## src/ckh_pkg.sv

```systemverilog
// Package for the canonical k-mer hasher: field widths, base codes and hash mix steps.
// It has no dependencies and is imported by the top level and its checker.
package ckh_pkg;

    localparam int KMER_W      = 62;
    localparam int HASH_W      = 64;
    localparam int BUCKET_W    = 4;
    localparam int K_W         = 5;
    localparam int CHAR_W      = 8;
    localparam int MAX_K       = 31;
    localparam int NUM_BUCKETS = 16;

    typedef logic [KMER_W-1:0] t_kmer;
    typedef logic [HASH_W-1:0] t_hash;
    typedef logic [K_W-1:0]    t_klen;
    typedef logic [1:0]        t_base;

    localparam t_base BASE_A = 2'd0;
    localparam t_base BASE_C = 2'd1;
    localparam t_base BASE_G = 2'd2;
    localparam t_base BASE_T = 2'd3;

    localparam logic [CHAR_W-1:0] CHAR_A = 8'h41;
    localparam logic [CHAR_W-1:0] CHAR_C = 8'h43;
    localparam logic [CHAR_W-1:0] CHAR_G = 8'h47;

    function automatic t_base base_code(input logic [CHAR_W-1:0] ch);
        t_base code;
        case (ch)
            CHAR_A:  code = BASE_A;
            CHAR_C:  code = BASE_C;
            CHAR_G:  code = BASE_G;
            default: code = BASE_T;
        endcase
        return code;
    endfunction

    function automatic t_hash mix_a(input t_hash v);
        t_hash t;
        t = (~v) + (v << 21);
        return t ^ (t >> 24);
    endfunction

    function automatic t_hash mix_b(input t_hash v);
        t_hash t;
        t = v + (v << 3) + (v << 8);
        return t ^ (t >> 14);
    endfunction

    function automatic t_hash mix_c(input t_hash v);
        t_hash t;
        t = v + (v << 2) + (v << 4);
        return t ^ (t >> 28);
    endfunction

    function automatic t_hash mix_d(input t_hash v);
        return v + (v << 31);
    endfunction

endpackage

```

## src/canonical_kmer_hasher.sv

```systemverilog
// Top level of the canonical k-mer hasher: rolling windows and a six-stage hash pipeline.
// Depends on ckh_pkg for widths, base codes and the hash mix steps.

// The block takes one ASCII DNA character per transfer and can take a new one in every
// cycle while o_in_ready is high. A character with the start flag begins a new sequence.
// Once k characters of a sequence have been seen, each character yields one result: the
// canonical k-mer, its 64-bit hash and the low four hash bits as a bucket. Each result
// passes through the six pipeline stages (window snapshot, minimum, and four steps of the
// hash mix) before it is presented at the output. A stalled output holds the pipeline,
// and the input is refused only while all six stages hold results and the output is
// stalled. Writing the k-mer length clears both windows and the fill count; a length of
// zero counts as one.
module canonical_kmer_hasher
    import ckh_pkg::*;
(
    input  logic                i_clk,
    input  logic                i_rst_n,
    input  logic                i_cfg_we,
    input  logic [K_W-1:0]      i_cfg_wdata,
    input  logic                i_in_valid,
    output logic                o_in_ready,
    input  logic [CHAR_W-1:0]   i_nucleotide_char,
    input  logic                i_sequence_start,
    output logic                o_out_valid,
    input  logic                i_out_ready,
    output logic [KMER_W-1:0]   o_canonical_kmer,
    output logic [HASH_W-1:0]   o_hash_value,
    output logic [BUCKET_W-1:0] o_bucket
);

    t_klen r_k;
    t_kmer r_fwd;
    t_kmer r_rev;
    t_klen r_fill;
    t_klen n_k;
    t_kmer n_fwd;
    t_kmer n_rev;
    t_klen n_fill;
    logic  n_emit;

    logic  r_v1, r_v2, r_v3, r_v4, r_v5, r_v6;
    logic  rdy1, rdy2, rdy3, rdy4, rdy5, rdy6;
    t_kmer r_fwd1, r_rev1;
    t_kmer r_can2, r_can3, r_can4, r_can5, r_can6;
    t_hash r_h3, r_h4, r_h5, r_h6;

    logic  in_xfer;
    t_base code;
    t_kmer mask;
    t_kmer fwd_base;
    t_kmer rev_base;
    t_klen fill_base;
    logic [K_W:0] k2;

    assign rdy6 = !r_v6 || i_out_ready;
    assign rdy5 = !r_v5 || rdy6;
    assign rdy4 = !r_v4 || rdy5;
    assign rdy3 = !r_v3 || rdy4;
    assign rdy2 = !r_v2 || rdy3;
    assign rdy1 = !r_v1 || rdy2;

    assign o_in_ready = rdy1;
    assign in_xfer    = i_in_valid && rdy1;

    always_comb begin
        if (i_cfg_wdata == '0) begin
            n_k = t_klen'(1);
        end else if (int'(i_cfg_wdata) > MAX_K) begin
            n_k = t_klen'(MAX_K);
        end else begin
            n_k = i_cfg_wdata;
        end
    end

    always_comb begin
        code      = base_code(i_nucleotide_char);
        k2        = {r_k, 1'b0};
        mask      = (t_kmer'(1) << k2) - t_kmer'(1);
        fwd_base  = i_sequence_start ? '0 : r_fwd;
        rev_base  = i_sequence_start ? '0 : r_rev;
        fill_base = i_sequence_start ? '0 : r_fill;
        n_fwd     = ((fwd_base << 2) | t_kmer'(code)) & mask;
        n_rev     = ((rev_base >> 2) | (t_kmer'(~code) << (k2 - (K_W+1)'(2)))) & mask;
        n_fill    = (fill_base < r_k) ? fill_base + t_klen'(1) : fill_base;
        n_emit    = (n_fill == r_k);
    end

    always_ff @(posedge i_clk) begin
        if (!i_rst_n) begin
            r_k    <= t_klen'(MAX_K);
            r_fwd  <= '0;
            r_rev  <= '0;
            r_fill <= '0;
        end else if (i_cfg_we) begin
            r_k    <= n_k;
            r_fwd  <= '0;
            r_rev  <= '0;
            r_fill <= '0;
        end else if (in_xfer) begin
            r_fwd  <= n_fwd;
            r_rev  <= n_rev;
            r_fill <= n_fill;
        end
    end

    always_ff @(posedge i_clk) begin
        if (!i_rst_n) begin
            r_v1 <= 1'b0;
            r_v2 <= 1'b0;
            r_v3 <= 1'b0;
            r_v4 <= 1'b0;
            r_v5 <= 1'b0;
            r_v6 <= 1'b0;
        end else begin
            if (rdy1) r_v1 <= in_xfer && n_emit;
            if (rdy2) r_v2 <= r_v1;
            if (rdy3) r_v3 <= r_v2;
            if (rdy4) r_v4 <= r_v3;
            if (rdy5) r_v5 <= r_v4;
            if (rdy6) r_v6 <= r_v5;
        end
    end

    always_ff @(posedge i_clk) begin
        if (in_xfer) begin
            r_fwd1 <= n_fwd;
            r_rev1 <= n_rev;
        end
        if (rdy2 && r_v1) begin
            r_can2 <= (r_fwd1 < r_rev1) ? r_fwd1 : r_rev1;
        end
        if (rdy3 && r_v2) begin
            r_can3 <= r_can2;
            r_h3   <= mix_a(t_hash'(r_can2));
        end
        if (rdy4 && r_v3) begin
            r_can4 <= r_can3;
            r_h4   <= mix_b(r_h3);
        end
        if (rdy5 && r_v4) begin
            r_can5 <= r_can4;
            r_h5   <= mix_c(r_h4);
        end
        if (rdy6 && r_v5) begin
            r_can6 <= r_can5;
            r_h6   <= mix_d(r_h5);
        end
    end

    assign o_out_valid      = r_v6;
    assign o_canonical_kmer = r_can6;
    assign o_hash_value     = r_h6;
    assign o_bucket         = BUCKET_W'(r_h6 % NUM_BUCKETS);

endmodule

```

## config.mk

```make
export PLATFORM = sky130hd
export DESIGN_NAME = canonical_kmer_hasher
export DESIGN_NICKNAME = d
export VERILOG_FILES = /design/src/ckh_pkg.sv /design/src/canonical_kmer_hasher.sv
export SDC_FILE = /design/constraint.sdc
export NUM_CORES = 2
export LEC_CHECK = 0
export BUFFER_PORTS_ARGS = -buffer_cell sky130_fd_sc_hd__buf_2
export CAP_MARGIN = 40
export CELL_PAD_IN_SITES_DETAIL_PLACEMENT = 0
export CELL_PAD_IN_SITES_GLOBAL_PLACEMENT = 1
export CORE_AREA = 3 3 467 330
export DETAILED_ROUTE_END_ITERATION = 8
export DIE_AREA = 0 0 470 333
export PLACE_DENSITY = 0.56
export SETUP_SLACK_MARGIN = 0.2
export SKIP_CTS_REPAIR_TIMING = 1
export SLEW_MARGIN = 20
export SYNTH_ARGS = -nofsm -noshare
export SYNTH_HDL_FRONTEND = slang
export SYNTH_SLANG_ARGS = --single-unit
```

## constraint.sdc

```tcl
create_clock -name i_clk -period 25.2 [get_ports i_clk]
set_input_delay 1.26 -clock i_clk [delete_from_list [all_inputs] [get_ports i_clk]]
set_output_delay 1.26 -clock i_clk [all_outputs]
set_load 0.02 [all_outputs]
```

==> impl_metrics.toml <==
[setup_path]
critPathArrivalTime_ps = 5410
crit_required_ps = 25840
critPathKind = "flip-flop to flip-flop"
worstSetupStartpointType = "flip-flop"
worst-path-max-fanout = 21
end_kind = "flip-flop"

[status]
status = "finished clean"

[global_routing]
grt_usage_pct = 16.3
grt_pass1_vias = 29500
overflow = 0
grt_max_degree = 83
grt_pass1_wl_mm = 194
antenna_found_initial = 2

[sta]
rsz0062_at_grt = "false"
finalHoldViolCount = 0
maxSlewViolCount = 0
post-route-period-util_pct = 18.9
timing.fmax_ghz = 0.210
max_slew_margin_pct = 39.2
final-setup-viol-count = 0
fin_skew_ps = 40.9
tightest_slew_ps = 903
post-route-min-period_ps = 4770
fin_hold_ws_ps = 398
finalSetupTns_ps = 0

[power_and_ir_drop]
power_leakage_uw = 0.0187
p_per_area_mw_per_mm2 = 58.8
finalPower_uw = 3010
vdd_drop_max_mv = 0.0504

[routing]
drc = 0
vias_per_cell = 4.88
firstDrtPassIters = 7
num_vias = 29800
drt_iter0_markers = 2106
avgRoutedWirePerCell_um = 21.1
ant_nets = 0
wl_mm = 129

[clock_tree]
cts_made_buffers = 88
clk_pin_slew_ps = 70
cts-root-buf = "clkbuf_16"
clk_latency_ps = 710
cts.sinks = 826
cts_tree = "done"
cts-htree-levels = 3
cts_buffer_depth = 3

[logic_synthesis]
synth.distinct_cells = 98
ys.flop_type = "edfxtp_1"
synthArstFlopShare_pct = 0
ys_ff_latch = 826
syn_nets = 4293
synthCells = 3885
synth_area_mm2 = 0.0449
yosysSeqAreaShare_pct = 52.2
synth_edf_count = 690
avgSynthCellArea_um2 = 11.6
ys.warnings.count = 0

[worst_hold_path]
hold_class = "flip-flop to flip-flop"

[layout]
final_cell_count_no_fill = 6103
fill_cells = 15000
multi_input_area_mm2 = 0.0203
area_delta_synth_final_pct = 14.1
fin_util_pct = 34.1
layout-drive-gt1-share_pct = 11.1
fin_nets = 4440
seqCellArea_mm2 = 0.0234

[die]
die_area_mm2 = 0.157
row_count = 119
core_area_mm2 = 0.150
initial_core_util_pct = 29.9
fp.dieW_um = 470
ios = 151
die_h_um = 333

[place]
post-dp-hpwl_mm = 98.8
place.gp.congestion = 0.847
port_buffers = 150
dp.cells = 5935

[flow_run]
cap_violations = 0
==> cells in the mapped netlist (33+ instances only) <==
master	number	area share, %
edfxtp_1	690	46
nand2_1	431	3.6
a21oi_1	392	4.4
ha_1	271	7.6
xnor2_1	223	4.4
nor2_1	190	1.6
inv_1	171	1.4
o21ai_0	166	1.9
dfxtp_1	136	6.1
fa_1	118	5.3
xor2_1	118	2.3
clkbuf_1	112	0.94
a21o_1	110	1.8
mux2_2	64	1.6
nand4_1	54	0.75
nor3b_1	51	0.85
o21bai_1	41	0.69
a31oi_1	38	0.53
nor3_1	36	0.40
nand2b_1	33	0.46
nor2b_1	33	0.46
==> final timing paths <==
| path | from | to | slack [ps] | cells after the start |
|---|---|---|---|---|
| setup reg to reg | r_k[0] | r_rev[60] | 20430 | 12 |
| setup / recovery | r_k[0] | r_rev[60] | 20430 | 12 |
| hold / removal | r_can4[26] | r_can5[26] | 400 | 0 |
| hold reg to reg | r_can4[26] | r_can5[26] | 400 | 0 |
==> final cells by class <==
type | instances | area share [%]
multi-input cells | 2749 | 39.7
repair buffers | 195 | 2.51
inverters | 172 | 1.28
clock inverters | 57 | 1.22
diodes | 1 | 0.00489
clock buffers | 107 | 4.60
flip-flops and latches | 826 | 45.8
well taps | 1996 | 4.88
==> through the flow <==
stage	cell area [um^2]	setup slack, ps
2_1_floorplan	44900	13780
3_3_place_gp	47900	20150
3_5_place_dp	48100	20590
4_1_cts	51100	20550
5_1_grt	51200	20140
6_report	51200	20430
==> cells in the final DEF (no fill, tap or decap), drive strengths merged, types with 33 or more instances in the layout <==
cell type and n:
a21o 110, a21oi 394, a31oi 39, buf 194
clkbuf 107, clkinv 40, dfxtp 136, edfxtp 690
fa 118, ha 271, inv 178, mux2 64
nand2 433, nand2b 33, nand4 54, nor2 191
nor2b 33, nor3 37, nor3b 51, o21ai 173
o21bai 41, xnor2 223, xor2 119
==> flip-flops by register name, indices dropped and copies added (netlist names), 60 cells and up <==
signal,cells
r_can3,62
r_can5,62
r_can4,62
o_hash_value,64
r_fwd1,62
r_can2,62
r_fwd,60
r_h4,64
r_rev,60
r_h5,64
r_h3,64
o_canonical_kmer,62
r_rev1,62
==> kinds of logic (layout without fill, tap and decap cells) <==
logic type / after synthesis / in the layout / share of synthesized area, %
adders and majority gates: 390 / 390 / 12.8
AOI/OAI and AO/OA: 978 / 978 / 13.7
DFF: 826 / 826 / 52.2
muxes: 67 / 67 / 1.67
other: 0 / 1 / 0
buffers and inverters: 310 / 531 / 2.66
xor gates and xnor gates: 344 / 344 / 6.79
and+or+nand+nor: 970 / 970 / 10.1
==> critical path, stage by stage, from the launching register on <==
cell      delay [ps]
dfxtp_1          540
clkinv_1         360
ha_1             300
buf_4            230
nor2_2           530
o21ai_0          280
a21boi_2         510
o21ai_0          460
or3b_2           630
xnor2_1          200
a31oi_1          400
nand2_1          110
a21oi_1          140
==> per-layer routing <==
metal,GRT usage (%),wire length (um),vias to the layer above
li1,-,-,14500
met1,24.1,64300,14500
met2,24.3,55600,600
met3,2.54,4980,180
met4,5.04,3770,0
met5,0,0,-
==> report_power, final <==
part           internal, uW  switching, uW  total (uW)
clock                   766            576        1340
combinational          60.2            113         173
sequential             1490           9.75        1500
Power figures use the tool's default switching activity.
